--- src/sv/particle_pull_move_color_top_assert.svh ---
// assertion macros for the particle pull, move and color pipeline
`ifndef PARTICLE_PULL_MOVE_COLOR_TOP_ASSERT_SVH
`define PARTICLE_PULL_MOVE_COLOR_TOP_ASSERT_SVH

// same-cycle implication
`define PPMC_ASSERT_IMPLY(lbl, ck, rn, ante, cons, msg) \
	lbl: assert property (@(posedge ck) disable iff (!rn) (ante) |-> (cons)) \
		else $error(msg);

// next-cycle implication
`define PPMC_ASSERT_NEXT(lbl, ck, rn, ante, cons, msg) \
	lbl: assert property (@(posedge ck) disable iff (!rn) (ante) |=> (cons)) \
		else $error(msg);

`endif

--- src/sv/ppmc_sqrt.sv ---
// pipelined integer square root, one result bit per stage, with sideband
`default_nettype none

module ppmc_sqrt #(
	parameter int N  = 42,
	parameter int PW = 1
) (
	input  logic           clk,
	input  logic           arst_n,
	input  logic           en,
	input  logic           in_valid,
	input  logic [N-1:0]   in_rad,
	input  logic [PW-1:0]  in_pay,
	output logic           out_valid,
	output logic [N/2-1:0] out_root,
	output logic [PW-1:0]  out_pay
);

	localparam int R  = N / 2;
	localparam int RW = R + 3;

	logic          vld_s  [R];
	logic [N-1:0]  rad_s  [R];
	logic [RW-1:0] rem_s  [R];
	logic [R-1:0]  root_s [R];
	logic [PW-1:0] pay_s  [R];

	for (genvar k = 0; k < R; k++) begin : g_stg
		logic          vld_i;
		logic [N-1:0]  rad_i;
		logic [RW-1:0] rem_i;
		logic [R-1:0]  root_i;
		logic [PW-1:0] pay_i;
		logic [RW-1:0] cur;
		logic [RW-1:0] tst;

		if (k == 0) begin : g_first
			assign vld_i  = in_valid;
			assign rad_i  = in_rad;
			assign rem_i  = '0;
			assign root_i = '0;
			assign pay_i  = in_pay;
		end else begin : g_next
			assign vld_i  = vld_s[k-1];
			assign rad_i  = rad_s[k-1];
			assign rem_i  = rem_s[k-1];
			assign root_i = root_s[k-1];
			assign pay_i  = pay_s[k-1];
		end

		// bring down the next two radicand bits, trial subtract 4r+1
		assign cur = {rem_i[RW-3:0], rad_i[N-1 -: 2]};
		assign tst = RW'({root_i, 2'b01});

		always_ff @(posedge clk or negedge arst_n) begin
			if (!arst_n) begin
				vld_s[k] <= 1'b0;
			end else if (en) begin
				vld_s[k] <= vld_i;
			end
		end

		always_ff @(posedge clk) begin
			if (en) begin
				rad_s[k] <= rad_i << 2;
				pay_s[k] <= pay_i;
				if (cur >= tst) begin
					rem_s[k]  <= cur - tst;
					root_s[k] <= {root_i[R-2:0], 1'b1};
				end else begin
					rem_s[k]  <= cur;
					root_s[k] <= {root_i[R-2:0], 1'b0};
				end
			end
		end
	end

	assign out_valid = vld_s[R-1];
	assign out_root  = root_s[R-1];
	assign out_pay   = pay_s[R-1];

endmodule

`default_nettype wire

--- config.mk ---
export PLATFORM = sky130hd
export DESIGN_NAME = ppmc_sqrt
export DESIGN_NICKNAME = d
export VERILOG_FILES = /design/src/sv/particle_pull_move_color_top_assert.svh /design/src/sv/ppmc_sqrt.sv
export SDC_FILE = /design/constraint.sdc
export NUM_CORES = 2
export LEC_CHECK = 0
export BUFFER_PORTS_ARGS = -buffer_cell sky130_fd_sc_hd__buf_2
export CAP_MARGIN = 25
export CORE_UTILIZATION = 23
export DETAILED_ROUTE_END_ITERATION = 12
export GPL_ROUTABILITY_DRIVEN = 0
export SYNTH_ARGS = -nofsm -noshare
export SYNTH_HDL_FRONTEND = slang
export SYNTH_SLANG_ARGS = --single-unit
--- constraint.sdc ---
create_clock -name clk -period 6.3 [get_ports clk]
set_input_delay 1.89 -clock clk [delete_from_list [all_inputs] [get_ports clk]]
set_output_delay 1.89 -clock clk [all_outputs]
set_load 0.05 [all_outputs]
==> out/results.txt <==
Die X - 471 µm
Max_cap viols - 0
Average size of a mapped cell - 13.2 µm²
Largest family of logic cells by synthesized area - simple AND/OR/NAND/NOR gates
Pwr/cell area - 331 nW/µm²
Static leakage - 21.5 nW
VDD IR-drop max - 241 µV
Share of layout cells above drive strength 1 - 8.25%
Largest net degree at the start of global routing - 165
Via Count - 28900
Die Y - 471 µm
Commonest cells after routing, fill and taps aside - 1083 x edfxtp_1, 315 x inv_1, 254 x ha_1
Gr usage total - 8.16%
Setup slack after layout - 2180 ps
Starting DRT DRC Count - 1884
Routed len/inst - 13.3 µm
CP peak stage delay - 630 ps
CP arrival - 4620 ps
Routed Antenna Nets - 0
CTS max path bufs - 3
Post-synth ARST share - 1.90%
Placed inst area - 54500 µm²
Clock network power share - 33.5%
First-pass GRT wire length - 149 mm
Max Fclk - 0.243 GHz
Syn-to-layout area delta - 14.9%
Synth Area in Compound Gates - 8.40%
Final Skew - 65.6 ps
Yosys cell types - 76
Final net count - 4272
First-pass detailed-route iteration total - 6
Crit-path cells - buf_8 -> or4b_2 -> a2111o_1 -> a211oi_2 -> buf_4 -> mux2_2
Vias in the first global route - 29300
Ports - 70
Sequential fraction of design power - 50.4%
Switching Share - 26.7%
CTS buffer count - 108
Critical Path Fanout Max - 54
CP max-delay cell - or4b_2
CTS Hold Buffers Added - 0
Post-synthesis mux area share - 1.30%
Number of port buffers - 69
EDFF count, synth - 1083
Final setup viols - 0
Post-route minimum period - 4120 ps
Core area - 218000 µm²
Kind of critical path - input pin to flop
Clock H-tree levels - 3
Via density per instance - 4.18
Sequential fraction of the synthesis area - 65.3%
Most common cell after layout, fill and taps aside - edfxtp_1
Cell area after layout - 58100 µm²
Worst Hold Margin - 389 ps
Top_reg_cell synth - edfxtp_1
Crit end category - flop
Number of synthesized register bits - 1105
Pre-CTS setup slack - 1440 ps
WP data required - 6800 ps
Yosys Warn Count - 0
Syn_nets - 4140
Row cnt - 171
Clock slew at reported path FFs - 60 ps
Drc violations - 0
Hold Fails Final Rpt - 0
Setup Buffers After CTS - 0
Psw - 5.14 mW
Status - completed
Worst Setup Start Kind - input pin
Flop2flop setup slack - 2820 ps
Slew Viols, Final - 0
Simple-gate share of the synthesized area - 10.1%
Xor/xnor share of the synthesized area - 5.68%
Final TNS setup - 0 ps
TritonCTS clock tree - yes
RSZ-0062 raised after global routing - no
Adder-Cell Fraction of Synth Area - 6.28%
Hpwl dp - 64.5 mm
Combinational power share - 16.2%
Period utilization - 65.3%
Total congestion overflow - 0
Cells after Synth - 3839
Max-slew headroom - 33.1%
Sink Count - 1105
Initial Util - 23.2%
Initial antenna violation count - 0
Die ar. - 222000 µm²
Mapped Area - 50600 µm²
Worst skew pair latency - 740 ps
Routed wire length - 92.1 mm
Clock root cell - clkbuf_16
Slew @ Worst Pin - 1000 ps
Post-CTS Resized - 0
Pint - 14.1 mW
Type of the worst min-delay path - flop to flop
## state kept, by name, summed over array words and instances (netlist names)
name / cells
root_s: 231
rem_s: 412
out_valid: 1
rad_s: 420
g_stg.vld_i: 20
pay_s: 21
## path summary, 6_finish.rpt
check / cells after the start / end / startpoint
worst max-delay path: 6 / rem_s[3][32] / en
worst min-delay path: 0 / rad_s[2][38] / rad_s[1][156]
worst max register to register: 9 / rem_s[3][32] / root_s[1][87]
worst min register to register: 0 / rad_s[2][38] / rad_s[1][156]
max in group asynchronous: 1 / g_stg[7].vld_i / arst_n
min in group asynchronous: 1 / g_stg[19].vld_i / arst_n
## critical path: cells and delay by family
family | cells | cell delay, ps
AO/OA/AOI/OAI | 2 | 930
buffers and inverters | 2 | 700
AND/OR/NAND/NOR | 1 | 630
multiplexers | 1 | 350
## final cells by class
cell class | count | area [µm²]
multi-input cells | 2341 | 16100
flip-flops and latches | 1105 | 33100
diodes | 2 | 5.00
clock buffers | 122 | 2760
fillers | 22200 | 160000
inverters | 315 | 1180
clock inverters | 80 | 787
repair buffers | 100 | 677
well taps | 2854 | 3570
## cells by family after synthesis
kind of cell | count (synthesis)
xor+xnor | 328
fa+ha+maj | 254
simple gates | 1006
buf+inv | 393
flops | 1105
compound gates | 694
mux | 59
## metal layers
metal	track usage, %	up-vias	part of all wire, %
li1	-	14400	-
met1	9.65	13700	43
met2	14.3	580	49
met3	1.65	224	3.9
met4	3.48	0	3.9
met5	0	-	0
## cells in the mapped netlist, types with 71 or more instances
library cell | instances | area, µm²
a21o_1 | 75 | 563
a21oi_1 | 207 | 1040
clkbuf_1 | 71 | 267
edfxtp_1 | 1083 | 32500
ha_1 | 254 | 3180
inv_1 | 315 | 1180
nand2_1 | 252 | 946
nor2_1 | 207 | 777
nor3_1 | 112 | 561
o21ai_0 | 209 | 1050
xnor2_1 | 154 | 1350
xor2_1 | 174 | 1520
## power by group through the flow
stage / Sequential (mW) / Clock (mW) / Combinational, mW
final: 9.69 / 6.45 / 3.11
after floorplan: 9.66 / 0 / 2.37
after CTS: 9.69 / 6.69 / 3.10
after global routing: 9.78 / 6.96 / 3.48
after global placement: 9.84 / 0 / 2.98
after detailed placement: 9.85 / 0 / 3.08
## metrics by stage
step           utilization [%]  total power [mW]  instances
3_3_place_gp              25.0              12.8       6711
6_report                  26.7              19.2       6919
2_1_floorplan                -              12.0       3839
4_1_cts                   26.7              19.5       6915
3_5_place_dp              25.0              12.9       6713
5_1_grt                   26.7              20.2       6917
(Power assumes the default switching activity.)
