[src/sv/particle_pull_move_color_top_assert.svh]
// assertion macros for the particle pull, move and color pipeline
`ifndef PARTICLE_PULL_MOVE_COLOR_TOP_ASSERT_SVH
`define PARTICLE_PULL_MOVE_COLOR_TOP_ASSERT_SVH

// same-cycle implication
`define PPMC_ASSERT_IMPLY(lbl, ck, rn, ante, cons, msg) \
	lbl: assert property (@(posedge ck) disable iff (!rn) (ante) |-> (cons)) \
		else $error(msg);

// next-cycle implication
`define PPMC_ASSERT_NEXT(lbl, ck, rn, ante, cons, msg) \
	lbl: assert property (@(posedge ck) disable iff (!rn) (ante) |=> (cons)) \
		else $error(msg);

`endif

[src/sv/ppmc_div.sv]
// pipelined restoring divider, two dividends over one divisor, one quotient bit per stage
`default_nettype none

module ppmc_div #(
	parameter int DW = 36,
	parameter int VW = 21,
	parameter int QB = 17,
	parameter int PW = 1
) (
	input  logic          clk,
	input  logic          arst_n,
	input  logic          en,
	input  logic          in_valid,
	input  logic [DW-1:0] in_num_a,
	input  logic [DW-1:0] in_num_b,
	input  logic [VW-1:0] in_den,
	input  logic [PW-1:0] in_pay,
	output logic          out_valid,
	output logic [QB-1:0] out_quo_a,
	output logic [QB-1:0] out_quo_b,
	output logic [PW-1:0] out_pay
);

	localparam int CW = (DW > VW + QB) ? DW : VW + QB;

	logic          vld_s   [QB];
	logic [DW-1:0] rem_a_s [QB];
	logic [DW-1:0] rem_b_s [QB];
	logic [QB-1:0] quo_a_s [QB];
	logic [QB-1:0] quo_b_s [QB];
	logic [VW-1:0] den_s   [QB];
	logic [PW-1:0] pay_s   [QB];

	for (genvar k = 0; k < QB; k++) begin : g_stg
		logic          vld_i;
		logic [DW-1:0] rem_a_i;
		logic [DW-1:0] rem_b_i;
		logic [QB-1:0] quo_a_i;
		logic [QB-1:0] quo_b_i;
		logic [VW-1:0] den_i;
		logic [PW-1:0] pay_i;
		logic [CW-1:0] sh;
		logic [CW-1:0] wa;
		logic [CW-1:0] wb;

		if (k == 0) begin : g_first
			assign vld_i   = in_valid;
			assign rem_a_i = in_num_a;
			assign rem_b_i = in_num_b;
			assign quo_a_i = '0;
			assign quo_b_i = '0;
			assign den_i   = in_den;
			assign pay_i   = in_pay;
		end else begin : g_next
			assign vld_i   = vld_s[k-1];
			assign rem_a_i = rem_a_s[k-1];
			assign rem_b_i = rem_b_s[k-1];
			assign quo_a_i = quo_a_s[k-1];
			assign quo_b_i = quo_b_s[k-1];
			assign den_i   = den_s[k-1];
			assign pay_i   = pay_s[k-1];
		end

		// divisor aligned to this stage's quotient bit
		assign sh = CW'(den_i) << (QB - 1 - k);
		assign wa = CW'(rem_a_i);
		assign wb = CW'(rem_b_i);

		always_ff @(posedge clk or negedge arst_n) begin
			if (!arst_n) begin
				vld_s[k] <= 1'b0;
			end else if (en) begin
				vld_s[k] <= vld_i;
			end
		end

		always_ff @(posedge clk) begin
			if (en) begin
				den_s[k] <= den_i;
				pay_s[k] <= pay_i;
				if (wa >= sh) begin
					rem_a_s[k] <= DW'(wa - sh);
					quo_a_s[k] <= {quo_a_i[QB-2:0], 1'b1};
				end else begin
					rem_a_s[k] <= rem_a_i;
					quo_a_s[k] <= {quo_a_i[QB-2:0], 1'b0};
				end
				if (wb >= sh) begin
					rem_b_s[k] <= DW'(wb - sh);
					quo_b_s[k] <= {quo_b_i[QB-2:0], 1'b1};
				end else begin
					rem_b_s[k] <= rem_b_i;
					quo_b_s[k] <= {quo_b_i[QB-2:0], 1'b0};
				end
			end
		end
	end

	assign out_valid = vld_s[QB-1];
	assign out_quo_a = quo_a_s[QB-1];
	assign out_quo_b = quo_b_s[QB-1];
	assign out_pay   = pay_s[QB-1];

endmodule

`default_nettype wire

[config.mk]
export PLATFORM = sky130hd
export DESIGN_NAME = ppmc_div
export DESIGN_NICKNAME = d
export VERILOG_FILES = /design/src/sv/particle_pull_move_color_top_assert.svh /design/src/sv/ppmc_div.sv
export SDC_FILE = /design/constraint.sdc
export NUM_CORES = 2
export LEC_CHECK = 0
export BUFFER_PORTS_ARGS = -buffer_cell sky130_fd_sc_hd__buf_2
export CAP_MARGIN = 20
export CORE_ASPECT_RATIO = 1.2
export CORE_UTILIZATION = 64
export CTS_CLUSTER_DIAMETER = 40
export CTS_CLUSTER_SIZE = 20
export DETAILED_ROUTE_END_ITERATION = 10
export HOLD_SLACK_MARGIN = 0.1
export PLACE_DENSITY = 0.81
export RECOVER_POWER = 100
export SLEW_MARGIN = 20
export SYNTH_ARGS = -nofsm -noshare
export SYNTH_HDL_FRONTEND = slang
export SYNTH_SLANG_ARGS = --single-unit
[constraint.sdc]
create_clock -name clk -period 4.9 [get_ports clk]
set_clock_uncertainty 0.05 [all_clocks]
set_input_delay 0.735 -clock clk [delete_from_list [all_inputs] [get_ports clk]]
set_output_delay 0.735 -clock clk [all_outputs]
set_load 0.01 [all_outputs]
==> flow_summary_export.csv <==
group,metric,value,unit
setup_path,worst-path-buf-inv,2,
global_route,track_usage,36.8,%
global_route,grt_pass1_wl,431000,µm
setup_path,path_common_cell,"a211o_1",
sta,final_max_slew_viol_count,1517,
placed_design,hpwl,223000,µm
die,rows,159,
final_layout,final_cell_mix,"edfxtp_1, ha_1, nand2_1",
power_and_ir_drop,p_clk_share,24.3,%
clock_network,root_buffer,"clkbuf_16",
final_layout,multi_input_area,43900,µm²
clock_network,path_clk_slew,0.05,ns
placed_design,numPlacedInstances,11005,
die,die_area,160000,µm²
setup_path,crit_required,5.45,ns
power_and_ir_drop,p_seq_share,37.4,%
die,io_pins,134,
yosys,ys_seq_elements,1828,
route,vias,71631,
clock_network,cts_max_path_buffers,3,
yosys,ys_warn_count,0,
setup_path,crit_path_cell_trace,"inv_1 > ha_1 > or4b_2 > nor4_1 > nand3_1 > a211oi_1 > a211o_1 > a211o_1 > clkbuf_2 > mux2_2",
setup_path,endpoint_kind,"flip-flop",
power_and_ir_drop,internal-power,0.0427,W
flow_run,maxCapViolations,19,
setup_path,crit_path_start_kind,"flip-flop",
final_layout,regArea,54800,µm²
yosys,synth_edf_count,1809,
sta,rsz0062_at_grt,"false",
die,initial_core_util,64.7,%
yosys,synth_area_leader_cell,"edfxtp_1",
die,core_area,157000,µm²
route,via_per_inst,6.24,
placed_design,placed_area,105000,µm²
outcome,violations,"max-capacitance violations, max-slew violations",
yosys,synthCells,8864,
placed_design,portBuffers,133,
global_route,grt_max_degree,181,
power_and_ir_drop,pwr_density_cell,600,nW/µm²
setup_path,slowest_delay,0.67,ns
yosys,syn_avg_cell_area,11.5,µm²
die,die_y,438,µm
clock_network,cts_resized,0,
setup_path,path_class,"flip-flop to flip-flop",
clock_network,numClockSinks,1828,
sta,fin_tns_setup,0,ns
clock_network,clock_latency,0.89,ns
setup_path,r2r-start,"den_s[0][1]$_DFFE_PP_",
global_route,antenna_found_initial,13,
power_and_ir_drop,p_leak,43.7,nW
sta,fin_crit_sh,97.1,%
outcome,status,"finished with violations",
worst_hold_path,min-delay-start,"in_num_b[30]",
final_layout,n_fill_cell,10641,
final_layout,stdcell_area,113000,µm²
power_and_ir_drop,ir_drop,0.452,mV
setup_path,arrival,5.31,ns
global_route,grt_pass1_vias,74143,
placed_design,gp_congestion,1.15,
yosys,netlist.area_leader.share,53.5,%
route,drtAntennaViolNets,0,
yosys,synth.area.top_cells,"edfxtp_1, ha_1, xnor2_1, o21ai_0, xor2_1",
sta,hold_ws,0.147,ns
yosys,async_reset_ff_share,0.930,%
yosys,synthFlopType,"edfxtp_1",
yosys,synth_area,102000,µm²
route,drc,0,
final_layout,nNetsFinal,10026,
sta,worstMarginPinSlew,3.57,ns
clock_network,cts_buffers,212,
sta,setup_viol,0,
clock_network,cts_tree,"done",
sta,maxSlewHeadroom,-138,%
sta,hold_viol_final,0,
power_and_ir_drop,p_sw_share,36.9,%
clock_network,cts_max_level,4,
yosys,synth_nets,9706,
route,drt-initial-drc-count,4810,
route,wl_per_cell,25.5,µm
die,die_x,366,µm
yosys,ys_seq_area_share,54.0,%
setup_path,critical_path.max_fanout,22,
sta,period_minus_slack,4.76,ns
final_layout,area_growth,11.1,%
setup_path,cp_slowest_cell,"nor4_1",
sta,fmax,210,MHz
setup_path,path_delay_family,"simple AND/OR/NAND/NOR gates",
final_layout,fin_cells,11478,
final_layout,layout_commonest_cell,"edfxtp_1",
route,wirelength,292000,µm
power_and_ir_drop,p_sw,0.0249,W
setup_path,startpoint,"den_s[0][1]$_DFFE_PP_",
power_and_ir_drop,power.total,0.0677,W
global_route,overflow,0,
power_and_ir_drop,p_comb_share,38.3,%
route,firstDrtPassIters,8,
worst_hold_path,hold_path.class,"input port to flip-flop",
yosys,yosysUniqueCellTypes,101,
final_layout,layout-drive-gt1-share,7.71,%
==> routing by layer <==
| layer | track usage (%) | wire length, µm | up-vias |
|---|---|---|---|
| met3 | 6.16 | 12700 | 1307 |
| li1 | - | - | 33607 |
| met4 | 44.4 | 41700 | 0 |
| met2 | 69.1 | 156000 | 2762 |
| met1 | 28.5 | 81600 | 33955 |
| met5 | 0 | 0 | - |
==> worst paths after layout <==
kind	to	slack (ns)	depth (start not counted)
hold reg to reg	quo_b_s[13][12]$_DFFE_PP_	0.35	0
setup / recovery	rem_a_s[1][19]$_DFFE_PP_	0.14	10
hold / removal	rem_b_s[0][30]$_DFFE_PP_	0.15	2
min in group asynchronous	g_stg[16].vld_i$_DFFE_PN0P_	0.47	2
max in group asynchronous	g_stg[2].vld_i$_DFFE_PN0P_	3.76	2
setup reg to reg	rem_a_s[1][19]$_DFFE_PP_	0.14	10
==> power by group through the flow <==
stage	sequential, W	combinational [W]	clock (W)
after floorplan	0.0243	0.0189	0
after global placement	0.0253	0.0247	0
after detailed placement	0.0254	0.0254	0
after CTS	0.0252	0.0256	0.0165
after global routing	0.0256	0.0283	0.0171
final	0.0253	0.0259	0.0164
==> cell families (layout without fill, tap and decap cells) <==
group / count (synthesis) / count (layout) / share of synthesized area [%]
buffers and inverters: 765 / 1270 / 2.86
flip-flops: 1828 / 1828 / 54.0
multiplexers: 203 / 203 / 2.23
XOR/XNOR: 741 / 741 / 6.39
AND/OR/NAND/NOR: 2417 / 2417 / 11.9
other: 0 / 16 / 0
adder cells (fa/ha/maj): 744 / 744 / 9.41
AO/OA/AOI/OAI: 2166 / 2166 / 13.3
==> cell usage after synthesis, drive strengths merged, types with 62 or more instances <==
cell / count
o21bai: 69
inv: 563
nand2: 709
nor4: 100
o21a: 73
xor2: 333
edfxtp: 1809
nor2b: 116
a21o: 322
and2: 62
and3: 74
a21oi: 566
nand3: 146
xnor2: 408
mux2: 183
nor2: 513
nand2b: 145
nor3: 179
or3: 73
nand4: 110
o21ai: 685
ha: 712
clkbuf: 165
==> flip-flops by register name, indices dropped and copies added (netlist names) <==
name         count
g_stg.vld_i     16
quo_b_s        153
pay_s           17
rem_b_s        576
quo_a_s        153
out_valid        1
den_s          336
rem_a_s        576
==> worst reg2reg max path, stage by stage, from the launching register on <==
cell      delay, ns
edfxtp_1       0.48
inv_1          0.12
ha_1           0.32
or4b_2         0.59
nor4_1         0.67
nand3_1        0.54
a211oi_1       0.41
a211o_1        0.15
a211o_1        0.12
clkbuf_2       0.59
mux2_2         0.45
==> through the flow <==
stage                     util [%]  setup slack (ns)
after floorplan                  -              1.45
after global placement        67.1             0.570
after detailed placement      67.1             0.494
after CTS                     72.2             0.390
after global routing          71.8            0.0963
final                         71.9             0.144
==> layout make-up <==
class	instances	share of cell area [%]
Inverter	563	1.87
Tap cell	2093	2.32
Multi-Input combinational cell	6271	38.9
Clock inverter	157	1.76
Clock buffer	242	4.83
Sequential cell	1828	48.6
Antenna cell	16	0.0355
Timing Repair Buffer	308	1.71
==> repair_timing <==
| action | CTS | global route |
|---|---|---|
| hold endpoints to repair | 72 | 0 |
| buffers inserted | 0 | 0 |
| hold buffers | 56 | 0 |
Note: power is estimated with default switching activity, not from simulation.
